$ cat src/sv/ppt_pkg.sv
// Types, codes and constant tables of the prescaled period timer.
// No dependencies; used by the core, the output buffer and the top level.
package ppt_pkg;

  localparam logic [1:0] KIND_TICK  = 2'd0;
  localparam logic [1:0] KIND_WRITE = 2'd1;
  localparam logic [1:0] KIND_READ  = 2'd2;

  localparam logic [1:0] SEL_CONTROL = 2'd0;
  localparam logic [1:0] SEL_COUNT   = 2'd1;
  localparam logic [1:0] SEL_PERIOD  = 2'd2;

  localparam logic [1:0] WMODE_PLAIN  = 2'd0;
  localparam logic [1:0] WMODE_CLEAR  = 2'd1;
  localparam logic [1:0] WMODE_SET    = 2'd2;
  localparam logic [1:0] WMODE_INVERT = 2'd3;

  localparam int CTL_ON_BIT  = 15;
  localparam int CTL_EXT_BIT = 1;
  localparam int CTL_PS_LSB  = 4;
  localparam int PS_CODE_W   = 3;

  // Terminal prescale count (divisor minus one) for each prescaler code.
  localparam logic [7:0] FULL_LAST [8] = '{8'd0, 8'd1, 8'd3, 8'd7,
                                           8'd15, 8'd31, 8'd63, 8'd255};
  localparam logic [7:0] REDUCED_LAST [8] = '{8'd0, 8'd7, 8'd63, 8'd255,
                                              8'd255, 8'd255, 8'd255, 8'd255};

  typedef struct packed {
    logic [15:0] read_data;
    logic        period_match;
  } ppt_result_t;

  // Bus write with plain, clear, set and invert modes on a 32-bit view.
  function automatic logic [31:0] apply_write(logic [31:0] old_value, logic [1:0] mode,
                                              logic [31:0] data);
    logic [31:0] res;
    unique case (mode)
      WMODE_PLAIN:  res = data;
      WMODE_CLEAR:  res = old_value & ~data;
      WMODE_SET:    res = old_value | data;
      WMODE_INVERT: res = old_value ^ data;
      default:      res = data;
    endcase
    return res;
  endfunction

endpackage

$ cat src/sv/ppt_if.sv
// Channel interfaces of the prescaled period timer: command items in, result items out.
// No dependencies.
interface ppt_cmd_if;
  logic        valid;
  logic        ready;
  logic [1:0]  kind;
  logic [1:0]  reg_select;
  logic [1:0]  write_mode;
  logic [15:0] write_data;
  logic        external_edge;

  modport source (output valid, kind, reg_select, write_mode, write_data, external_edge,
                  input ready);
  modport sink (input valid, kind, reg_select, write_mode, write_data, external_edge,
                output ready);
endinterface

interface ppt_rsp_if;
  logic        valid;
  logic        ready;
  logic [15:0] read_data;
  logic        period_match;

  modport source (output valid, read_data, period_match, input ready);
  modport sink (input valid, read_data, period_match, output ready);
endinterface

$ cat src/sv/ppt_core.sv
// Timer state (control, counter, period, prescaler) and the per-item update logic.
// Depends on ppt_pkg.
module ppt_core #(
  parameter int COUNT_WIDTH    = 16,
  parameter int PRESCALE_CODES = 8
) (
  input  logic                 clk,
  input  logic                 rst,
  input  logic                 cfg_we,
  input  logic                 cfg_data,
  input  logic                 fire,
  input  logic [1:0]           kind,
  input  logic [1:0]           reg_select,
  input  logic [1:0]           write_mode,
  input  logic [15:0]          write_data,
  input  logic                 external_edge,
  output ppt_pkg::ppt_result_t result
);

  logic                   reduced_set;
  logic [15:0]            control_word;
  logic [COUNT_WIDTH-1:0] count_value;
  logic [COUNT_WIDTH-1:0] period_value;
  logic [7:0]             prescale_count;

  logic [15:0]            control_word_next;
  logic [COUNT_WIDTH-1:0] count_value_next;
  logic [COUNT_WIDTH-1:0] period_value_next;
  logic [7:0]             prescale_count_next;

  logic [ppt_pkg::PS_CODE_W-1:0] code;
  logic [ppt_pkg::PS_CODE_W-1:0] code_eff;
  logic [7:0]                    last;
  logic                          advance;
  logic [31:0]                   ctl_written;
  logic [31:0]                   cnt_written;
  logic [31:0]                   per_written;

  assign code = control_word[ppt_pkg::CTL_PS_LSB +: ppt_pkg::PS_CODE_W];

  // With the full set selected, codes beyond the implemented set use the last implemented code.
  always_comb begin
    code_eff = code;
    if (!reduced_set && (32'(code) >= PRESCALE_CODES)) begin
      code_eff = ppt_pkg::PS_CODE_W'(PRESCALE_CODES - 1);
    end
  end

  assign last = reduced_set ? ppt_pkg::REDUCED_LAST[code_eff] : ppt_pkg::FULL_LAST[code_eff];

  assign advance = (kind == ppt_pkg::KIND_TICK) && control_word[ppt_pkg::CTL_ON_BIT] &&
                   (!control_word[ppt_pkg::CTL_EXT_BIT] || external_edge);

  assign ctl_written = ppt_pkg::apply_write(32'(control_word), write_mode, 32'(write_data));
  assign cnt_written = ppt_pkg::apply_write(32'(count_value), write_mode, 32'(write_data));
  assign per_written = ppt_pkg::apply_write(32'(period_value), write_mode, 32'(write_data));

  always_comb begin
    control_word_next   = control_word;
    count_value_next    = count_value;
    period_value_next   = period_value;
    prescale_count_next = prescale_count;
    result              = '0;
    unique case (kind)
      ppt_pkg::KIND_TICK: begin
        if (advance) begin
          if (prescale_count >= last) begin
            prescale_count_next = '0;
            if (count_value == period_value) begin
              count_value_next    = '0;
              result.period_match = 1'b1;
            end else begin
              count_value_next = count_value + COUNT_WIDTH'(1);
            end
          end else begin
            prescale_count_next = prescale_count + 8'd1;
          end
        end
      end
      ppt_pkg::KIND_WRITE: begin
        unique case (reg_select)
          ppt_pkg::SEL_CONTROL: begin
            control_word_next = ctl_written[15:0];
            if (!ctl_written[ppt_pkg::CTL_ON_BIT]) begin
              prescale_count_next = '0;
            end
          end
          ppt_pkg::SEL_COUNT: begin
            count_value_next    = cnt_written[COUNT_WIDTH-1:0];
            prescale_count_next = '0;
          end
          ppt_pkg::SEL_PERIOD: begin
            period_value_next = per_written[COUNT_WIDTH-1:0];
          end
          default: begin
          end
        endcase
      end
      ppt_pkg::KIND_READ: begin
        unique case (reg_select)
          ppt_pkg::SEL_CONTROL: result.read_data = control_word;
          ppt_pkg::SEL_COUNT:   result.read_data = 16'(count_value);
          ppt_pkg::SEL_PERIOD:  result.read_data = 16'(period_value);
          default:              result.read_data = '0;
        endcase
      end
      default: begin
      end
    endcase
  end

  always_ff @(posedge clk) begin
    if (rst) begin
      reduced_set    <= 1'b0;
      control_word   <= '0;
      count_value    <= '0;
      period_value   <= '1;
      prescale_count <= '0;
    end else begin
      if (cfg_we) begin
        reduced_set <= cfg_data;
      end
      if (fire) begin
        control_word   <= control_word_next;
        count_value    <= count_value_next;
        period_value   <= period_value_next;
        prescale_count <= prescale_count_next;
      end
    end
  end

endmodule

$ cat src/sv/ppt_skid.sv
// Result register with a skid stage, so a stalled result does not stop the next transfer.
// Depends on ppt_pkg and the ppt_rsp_if interface.
module ppt_skid (
  input  logic                 clk,
  input  logic                 rst,
  input  logic                 push,
  input  ppt_pkg::ppt_result_t data,
  output logic                 accept_ok,
  ppt_rsp_if.source            rsp
);

  logic                 out_valid;
  logic                 skid_valid;
  ppt_pkg::ppt_result_t out_data;
  ppt_pkg::ppt_result_t skid_data;
  logic                 pop;

  assign pop       = out_valid && rsp.ready;
  assign accept_ok = !skid_valid;

  assign rsp.valid        = out_valid;
  assign rsp.read_data    = out_data.read_data;
  assign rsp.period_match = out_data.period_match;

  always_ff @(posedge clk) begin
    if (rst) begin
      out_valid  <= 1'b0;
      skid_valid <= 1'b0;
    end else begin
      priority if (skid_valid) begin
        if (pop) begin
          skid_valid <= 1'b0;
        end
      end else if (push && out_valid && !pop) begin
        skid_valid <= 1'b1;
      end else if (push) begin
        out_valid <= 1'b1;
      end else begin
        out_valid <= out_valid && !pop;
      end
    end
  end

  always_ff @(posedge clk) begin
    if (skid_valid && pop) begin
      out_data <= skid_data;
    end else if (!skid_valid && push && (!out_valid || pop)) begin
      out_data <= data;
    end
    if (!skid_valid && push && out_valid && !pop) begin
      skid_data <= data;
    end
  end

endmodule

$ cat src/sv/prescaled_period_timer.sv
// Prescaled period timer: one result transfer for every command transfer, in order.
// A result is registered at its command's transfer, in the skid stage if rsp stalls.
// Throughput: one command per cycle; cmd.ready drops only when the result register
// and its skid stage are both full because rsp is stalled.
// Reset (rst, synchronous, active high): timer off, counter and prescaler zero,
// period all ones, full prescaler set selected, no result pending.
module prescaled_period_timer #(
  parameter int COUNT_WIDTH    = 16,
  parameter int PRESCALE_CODES = 8
) (
  input  logic      clk,
  input  logic      rst,
  input  logic      cfg_we,
  input  logic      cfg_data,
  ppt_cmd_if.sink   cmd,
  ppt_rsp_if.source rsp
);

  // A command transfer updates the timer state at the same edge at which its
  // result is captured, so every command sees the state left by the one before.
  logic                 fire;
  logic                 accept_ok;
  ppt_pkg::ppt_result_t result;

  assign cmd.ready = accept_ok;
  assign fire      = cmd.valid && accept_ok;

  // The core holds the control word, counter, period and prescaler, and works out
  // both the next state and the result of the command now on cmd.
  ppt_core #(
    .COUNT_WIDTH    (COUNT_WIDTH),
    .PRESCALE_CODES (PRESCALE_CODES)
  ) u_core (
    .clk           (clk),
    .rst           (rst),
    .cfg_we        (cfg_we),
    .cfg_data      (cfg_data),
    .fire          (fire),
    .kind          (cmd.kind),
    .reg_select    (cmd.reg_select),
    .write_mode    (cmd.write_mode),
    .write_data    (cmd.write_data),
    .external_edge (cmd.external_edge),
    .result        (result)
  );

  // The result register plus skid stage keeps cmd.ready high for one extra
  // transfer while the consumer of rsp holds off.
  ppt_skid u_skid (
    .clk       (clk),
    .rst       (rst),
    .push      (fire),
    .data      (result),
    .accept_ok (accept_ok),
    .rsp       (rsp)
  );

endmodule

$ cat src/flat_wrapper.sv
// flat-port wrapper written by rule: the top's interface ports become plain ports
module prescaled_period_timer_flat 
#(
  parameter int COUNT_WIDTH    = 16,
  parameter int PRESCALE_CODES = 8
)
  (clk, rst, cfg_we, cfg_data, cmd_valid, cmd_kind, cmd_reg_select, cmd_write_mode, cmd_write_data, cmd_external_edge, cmd_ready, rsp_valid, rsp_read_data, rsp_period_match, rsp_ready);
  ppt_cmd_if cmd_i ();
  ppt_rsp_if rsp_i ();
  input  logic clk;
  input  logic rst;
  input  logic cfg_we;
  input  logic cfg_data;
  input wire logic [$bits(cmd_i.valid)-1:0] cmd_valid;
  input wire logic [$bits(cmd_i.kind)-1:0] cmd_kind;
  input wire logic [$bits(cmd_i.reg_select)-1:0] cmd_reg_select;
  input wire logic [$bits(cmd_i.write_mode)-1:0] cmd_write_mode;
  input wire logic [$bits(cmd_i.write_data)-1:0] cmd_write_data;
  input wire logic [$bits(cmd_i.external_edge)-1:0] cmd_external_edge;
  output wire logic [$bits(cmd_i.ready)-1:0] cmd_ready;
  output wire logic [$bits(rsp_i.valid)-1:0] rsp_valid;
  output wire logic [$bits(rsp_i.read_data)-1:0] rsp_read_data;
  output wire logic [$bits(rsp_i.period_match)-1:0] rsp_period_match;
  input wire logic [$bits(rsp_i.ready)-1:0] rsp_ready;
  assign cmd_i.valid = cmd_valid;
  assign cmd_i.kind = cmd_kind;
  assign cmd_i.reg_select = cmd_reg_select;
  assign cmd_i.write_mode = cmd_write_mode;
  assign cmd_i.write_data = cmd_write_data;
  assign cmd_i.external_edge = cmd_external_edge;
  assign cmd_ready = cmd_i.ready;
  assign rsp_valid = rsp_i.valid;
  assign rsp_read_data = rsp_i.read_data;
  assign rsp_period_match = rsp_i.period_match;
  assign rsp_i.ready = rsp_ready;
  prescaled_period_timer #(.COUNT_WIDTH(COUNT_WIDTH), .PRESCALE_CODES(PRESCALE_CODES)) u_core (.clk(clk), .rst(rst), .cfg_we(cfg_we), .cfg_data(cfg_data), .cmd(cmd_i), .rsp(rsp_i));
endmodule
$ cat config.mk
export PLATFORM = sky130hd
export DESIGN_NAME = prescaled_period_timer_flat
export DESIGN_NICKNAME = d
export VERILOG_FILES = /design/src/sv/ppt_pkg.sv /design/src/sv/ppt_if.sv /design/src/sv/ppt_core.sv /design/src/sv/ppt_skid.sv /design/src/sv/prescaled_period_timer.sv /design/src/flat_wrapper.sv
export SDC_FILE = /design/constraint.sdc
export NUM_CORES = 1
export LEC_CHECK = 0
export BUFFER_PORTS_ARGS = -buffer_cell sky130_fd_sc_hd__buf_2
export CORE_MARGIN = 2
export CORE_UTILIZATION = 30
export CTS_BUF_LIST = sky130_fd_sc_hd__clkbuf_4 sky130_fd_sc_hd__clkbuf_8
export DETAILED_ROUTE_END_ITERATION = 10
export PLACE_DENSITY_LB_ADDON = 0.2
export SLEW_MARGIN = 20
export SYNTH_ARGS = -nofsm -noshare
export SYNTH_HDL_FRONTEND = slang
export SYNTH_HIERARCHICAL = 1
export SYNTH_SLANG_ARGS = --single-unit
$ cat constraint.sdc
create_clock -name clk -period 2.6 [get_ports clk]
set_clock_uncertainty 0.05 [all_clocks]
set_input_delay 0.65 -clock clk [delete_from_list [all_inputs] [get_ports clk]]
set_output_delay 0.65 -clock clk [all_outputs]
set_load 0.05 [all_outputs]
After elaboration in Yosys (flattened, before gate mapping)
Memories as Yosys holds them, arrays and structs flattened. Index checks and enable logic that the tools add are counted.

Add/sub/neg operators: 2. $lt $le $gt $ge: 2. Equal/unequal tests: 13. Muxes and demuxes: 30. Bitwise logic cells: 13. Reduce and logical (&&, ||, !) cells: 28.

Operators with widths (count): case mux 16 bit (4 select lines) (3); 2-to-1 mux 16 bit (5); 2-to-1 mux 8 bit (8); AND 16 bit (3); OR 16 bit (3); case mux 16 bit (3 select lines) (1); bitwise XOR 16 bit (3); 2-to-1 mux 17 bit (2); case mux 16 bit (2 select lines) (1); case mux 8 bit (2 select lines) (2); adder 16 x 1 -> 16 bit, second input constant (1); == test 16 bit (1); inverter 16 bit (1); logical AND 1 bit (12); AND reduction 5 bit (2); adder 8 x 1 -> 8 bit, second input constant (1); == test 2 bit, second input constant (4); >= comparator 8 bit (1); 2-to-1 mux 1 bit (8); == test 2 x 1 -> 1 bit, second input constant (3); zero test 2 bit (3); != test 3 bit, second input constant (2); AND reduction 3 bit (2); >= comparator 4 bit, second input constant (1); other kinds (8) (15).

Register bits: 93. Bits in read-only memories: 128. Bits of input ports: 29. Output and inout port bits: 19. Logic and storage cells: 101. Memories: 2.

Memories: (no name shown) (words 8, bits a word 8, rd ports 1, clocked after Yosys merged registers in 0, write ports 0, line ppt_core.sv:49) `assign last = reduced_set ? ppt_pkg::REDUCED_LAST[code_eff] : ppt_pkg::FULL_LAST[code_eff];`; (no name shown) (words 8, bits a word 8, rd ports 1, clocked after Yosys merged registers in 0, write ports 0, line ppt_core.sv:49).

Depth between registers and ports, before layout
Word-level depth: 11. Depth in mapped cells: 13. Gate-level depth less buffers: 10.

By module
The synthesis kept the hierarchy.

Modules (own cells, without submodules): ppt_core (times used 1, cells an instance 750, area each 6077.1 um^2, sequential area each 1141.1 um^2); ppt_skid (times used 1, cells an instance 65, area each 1371.3 um^2, sequential area each 1061.0 um^2); prescaled_period_timer (times used 1, cells an instance 1, area each 6.3 um^2, sequential area each 0.0 um^2).

Worst setup path before layout
OpenSTA, ideal clock, no wires.

Path kind: register -> register. From: register u_core.u_skid.skid_valid. To: register u_core/u_skid/skid_data[0] (netlist name), enable pin. Arrival: 2382 ps. Setup slack: -249 ps. Stages on the path, launching flop included: 5. Buffers on the path: 0. Clock period less this slack: 2849 ps. Path through: dfxtp_1 inv_1 and2_1 nand2_1 nor3b_1.

Cells in the longest elaborated chain, start to end: 5.

RTL lines: start: declaration (line ppt_skid.sv:13) `logic skid_valid;`; start signal: assignment (line ppt_skid.sv:28) `skid_valid <= 1'b0;`; start signal: assignment (line ppt_skid.sv:32) `skid_valid <= 1'b0;`; start signal: assignment (line ppt_skid.sv:35) `skid_valid <= 1'b1;`; zero test 1 bit (line ppt_skid.sv:19) `assign accept_ok = !skid_valid;`; net cmd_ready (line flat_wrapper.sv:20) `output wire logic [$bits(cmd_i.ready)-1:0] cmd_ready;`; logical AND 1 bit (line prescaled_period_timer.sv:26) `assign fire = cmd.valid && accept_ok;`; net u_core.fire (line prescaled_period_timer.sv:21) `logic fire;`; logical AND 1 bit (3 in a row) (line ppt_skid.sv:50) `if (!skid_valid && push && out_valid && !pop) begin`; end signal: assignment (line ppt_skid.sv:51) `skid_data <= data;`; end: declaration (line ppt_skid.sv:15) `ppt_pkg::ppt_result_t skid_data;`.

The timed path passes the listed nets, and every way through them passes these cells. A chain may end at the register's enable or synchronous reset.

Worst setup path in the final report
From: register u_core.u_core.reduced_set. To: register u_core.u_core.count_value[8].

Cells in the longest elaborated chain, start to end: 4.

RTL lines: start: declaration (line ppt_core.sv:20) `logic reduced_set;`; start signal: assignment (line ppt_core.sv:121) `reduced_set <= cfg_data;`; 2-to-1 mux 8 bit (line ppt_core.sv:49); >= comparator 8 bit (line ppt_core.sv:67) `if (prescale_count >= last) begin`; != test 2 x 1 -> 1 bit (no line); AND reduction 5 bit (no line); end signal: assignment (line ppt_core.sv:125) `count_value <= count_value_next;`; end: declaration (line ppt_core.sv:22) `logic [COUNT_WIDTH-1:0] count_value;`.

Every way passes these cells.

==> metrics <==
Post-CTS Setup Bufs 0; via count 6,041; leakage 3.62 nW; FF+latch count, synth 93; final hold viol count 0; Power Density 390 mW/mm^2; filler cell count 2,576; mapped cell area 0.00745 sq mm; Final Cycle Share 95.9%; Synth Flop Type dfxtp_1; crit path kind reg -> reg; root buffer cell clkbuf_8; IO Pins 48; clk slew on worst S/H paths 0.11 ns; max cap viols 0; Hold Crit Class in -> reg; Multi-input gate area 0.00481 sq mm; Detail Route Antenna Nets 0; Congestion Overflow GR 0; Avg WL per Cell 16.2 um; Fmax 401 MHz; CTS Buffer Depth 2; kind of end point of the critical path register; Async SR Flop Fraction 0%; crit path launch u_core/u_core/reduced_set$_SDFFE_PP0P_; R2R Path Start u_core/u_core/reduced_set$_SDFFE_PP0P_; CTS tree built; EDFF count, synth 34; setup ws final 0.108 ns; synthesized area per cell 9.14 sq um; row count 57; number of global-route vias before repair 5,938; Layout Nets 1,009; Clk Latency, worst-skew pair 0.40 ns; final setup violation count 0; Sink Count 93; post-DP HPWL 14,400 um; post-place setup slack -0.158 ns; Slew Limit Headroom 55.0%; Die Area 0.0261 sq mm; sequential cell area 0.00221 sq mm; final slew viol count 0; Synth Warn # 6; post-route cell area 0.00858 sq mm; DRT iter0 DRCs 271; Die Ht 162 um; syn nets 951; Worst R2R Path Depth 10; initial antenna violation count 1; FF-to-FF End u_core/u_core/count_value[8]$_SDFFE_PP0P_; WP data required 2.84 ns; Placed Area 0.00831 sq mm; layout cell share with drive strength beyond 1 22.2%; Total GRT Usage 15.3%; DRC errors left 0; # diodes 0; min Tclk post-route 2.49 ns; CP arrival 2.73 ns; Num CTS Buffers 9; outcome completed; distinct cell type count of the synthesized netlist 55; RSZ-0062 raised after global routing true; peak supply drop 250 uV; first-pass detailed-route iteration total 4; largest net degree at the start of global routing 65; r2r setup slk 0.11 ns; DR vias/cell 5.02; hold_buf cts 0; first-pass GRT wire length 31,900 um; Worst setup endpoint u_core/u_core/count_value[8]$_SDFFE_PP0P_; CP max FO 6; area of the core 0.0244 sq mm; IO Port Bufs 47; Initial Util 30.6%; sequential area share after synthesis 29.5%; Detailed Route WL 19,500 um; Area growth, synth to finish 15.1%; Die W 162 um; post-synthesis cell count 816; actual slew at the worst max-slew pin 0.665 ns; Startpoint Class register; RePlAce Congestion 0.803; H-Tree Level Count 3
-- final cells by class --
class | instances | share of cell area (%)
multi-input cells | 598 | 56.1
clock buffers | 9 | 1.44
well taps | 324 | 4.72
inverters | 73 | 3.19
flip-flops and latches | 93 | 25.7
clock inverters | 7 | 1.01
repair buffers | 99 | 7.84
-- critical path, cell delays in order (launching register included) --
cell	delay, ns
dfxtp_4	0.38
or2_2	0.30
a31oi_2	0.23
ha_1	0.29
a21oi_1	0.14
o21a_1	0.19
o32a_1	0.20
and2_4	0.19
nor2_1	0.06
buf_4	0.17
a32o_1	0.20
-- registers in the layout, summed over array words and instances, names as in the netlist, 8 cells and up --
signal and count:
u_core/u_core/prescale_count 8, u_core/u_skid/rsp.read_data 16, u_core/u_core/count_value 16, u_core/u_core/control_word 16, u_core/u_core/period_value 16, u_core/u_skid/skid_data 17
-- report_power, final --
part,leakage [nW],internal [W],switching (W),total [W]
registers,0.797,0.00156,0.0000303,0.00159
logic,2.71,0.000270,0.000445,0.000715
clock network,0.105,0.000389,0.000652,0.00104
-- per-stage QoR --
stage / setup TNS, ns / power [W] / utilization (%) / hold WS [ns] / cells
after floorplan: 0 / 0.00211 / - / 0.394 / 816
after CTS: 0 / 0.00339 / 34.9 / 0.427 / 1203
after global routing: -0.0225 / 0.00352 / 35.2 / 0.453 / 1203
after global placement: -0.834 / 0.00233 / 34.1 / 0.429 / 1187
final: 0 / 0.00334 / 35.2 / 0.440 / 1203
after detailed placement: -0.796 / 0.00233 / 34.1 / 0.422 / 1187
-- how the worst min path moves through the flow --
stage	start	end	cells after the start
after floorplan	u_core/u_core/prescale_count[7]$_SDFFE_PP0P_	u_core/u_core/prescale_count[7]$_SDFFE_PP0P_	2
after global placement	u_core/u_core/prescale_count[7]$_SDFFE_PP0P_	u_core/u_core/prescale_count[7]$_SDFFE_PP0P_	2
after detailed placement	u_core/u_core/prescale_count[7]$_SDFFE_PP0P_	u_core/u_core/prescale_count[7]$_SDFFE_PP0P_	2
after CTS	cfg_data	u_core/u_core/reduced_set$_SDFFE_PP0P_	3
after global routing	cfg_data	u_core/u_core/reduced_set$_SDFFE_PP0P_	3
final	cfg_data	u_core/u_core/reduced_set$_SDFFE_PP0P_	3
-- logic make-up after synthesis --
family / Yosys count / synth area share [%]
AND/OR/NAND/NOR: 175 / 11.1
XOR/XNOR: 16 / 1.88
adder cells (fa/ha/maj): 107 / 17.9
buffers and inverters: 125 / 6.78
AO/OA/AOI/OAI: 217 / 19.6
multiplexers: 83 / 13.2
flip-flops: 93 / 29.5
-- synthesized netlist by cell type, types with 3 or more instances --
master / instances / share of area [%]
clkbuf_1: 33 / 1.7
nor2_1: 77 / 3.9
o32ai_1: 10 / 1.2
nor4_1: 4 / 0.34
buf_1: 7 / 0.35
nand4_1: 9 / 0.76
a32o_1: 4 / 0.54
a21oi_1: 83 / 5.6
o211ai_1: 16 / 1.6
o21ai_0: 13 / 0.87
dfxtp_1: 59 / 16
a31oi_1: 4 / 0.34
mux4_2: 3 / 0.91
and2_1: 3 / 0.25
xnor2_1: 16 / 1.9
nand2b_1: 5 / 0.42
buf_2: 7 / 0.47
edfxtp_1: 34 / 14
nand2_1: 35 / 1.8
nand4b_1: 7 / 0.82
inv_1: 73 / 3.7
o32a_1: 6 / 0.81
buf_6: 3 / 0.45
mux2_2: 50 / 7.6
and3_1: 6 / 0.50
nor3_1: 3 / 0.20
a211oi_1: 65 / 6.5
mux2i_1: 20 / 2.7
nor2b_1: 7 / 0.59
ha_1: 106 / 18
nand3_1: 12 / 0.81
mux2_4: 10 / 2.0
-- per-layer routing --
layer,vias to the layer above,track usage [%],routed length [um]
li1,3099,-,-
met1,2838,22.7,10200
met2,89,23.8,8550
met3,13,1.69,607
met4,2,3.42,187
met5,-,0,11
-- placed cells by master (no fill, tap or decap), types with 34 or more instances in the layout --
master	count
a21oi_1	83
dfxtp_1	57
buf_2	46
edfxtp_1	34
mux2_2	50
nand2_1	34
a211oi_1	62
buf_4	48
nor2_1	77
inv_1	73
ha_1	105
-- what timing repair did --
action,in CTS,in global routing
endpoints found under the setup margin,6,22
pin swaps,0,6
resized for setup,1,16
Note: power is estimated with default switching activity, not from simulation.
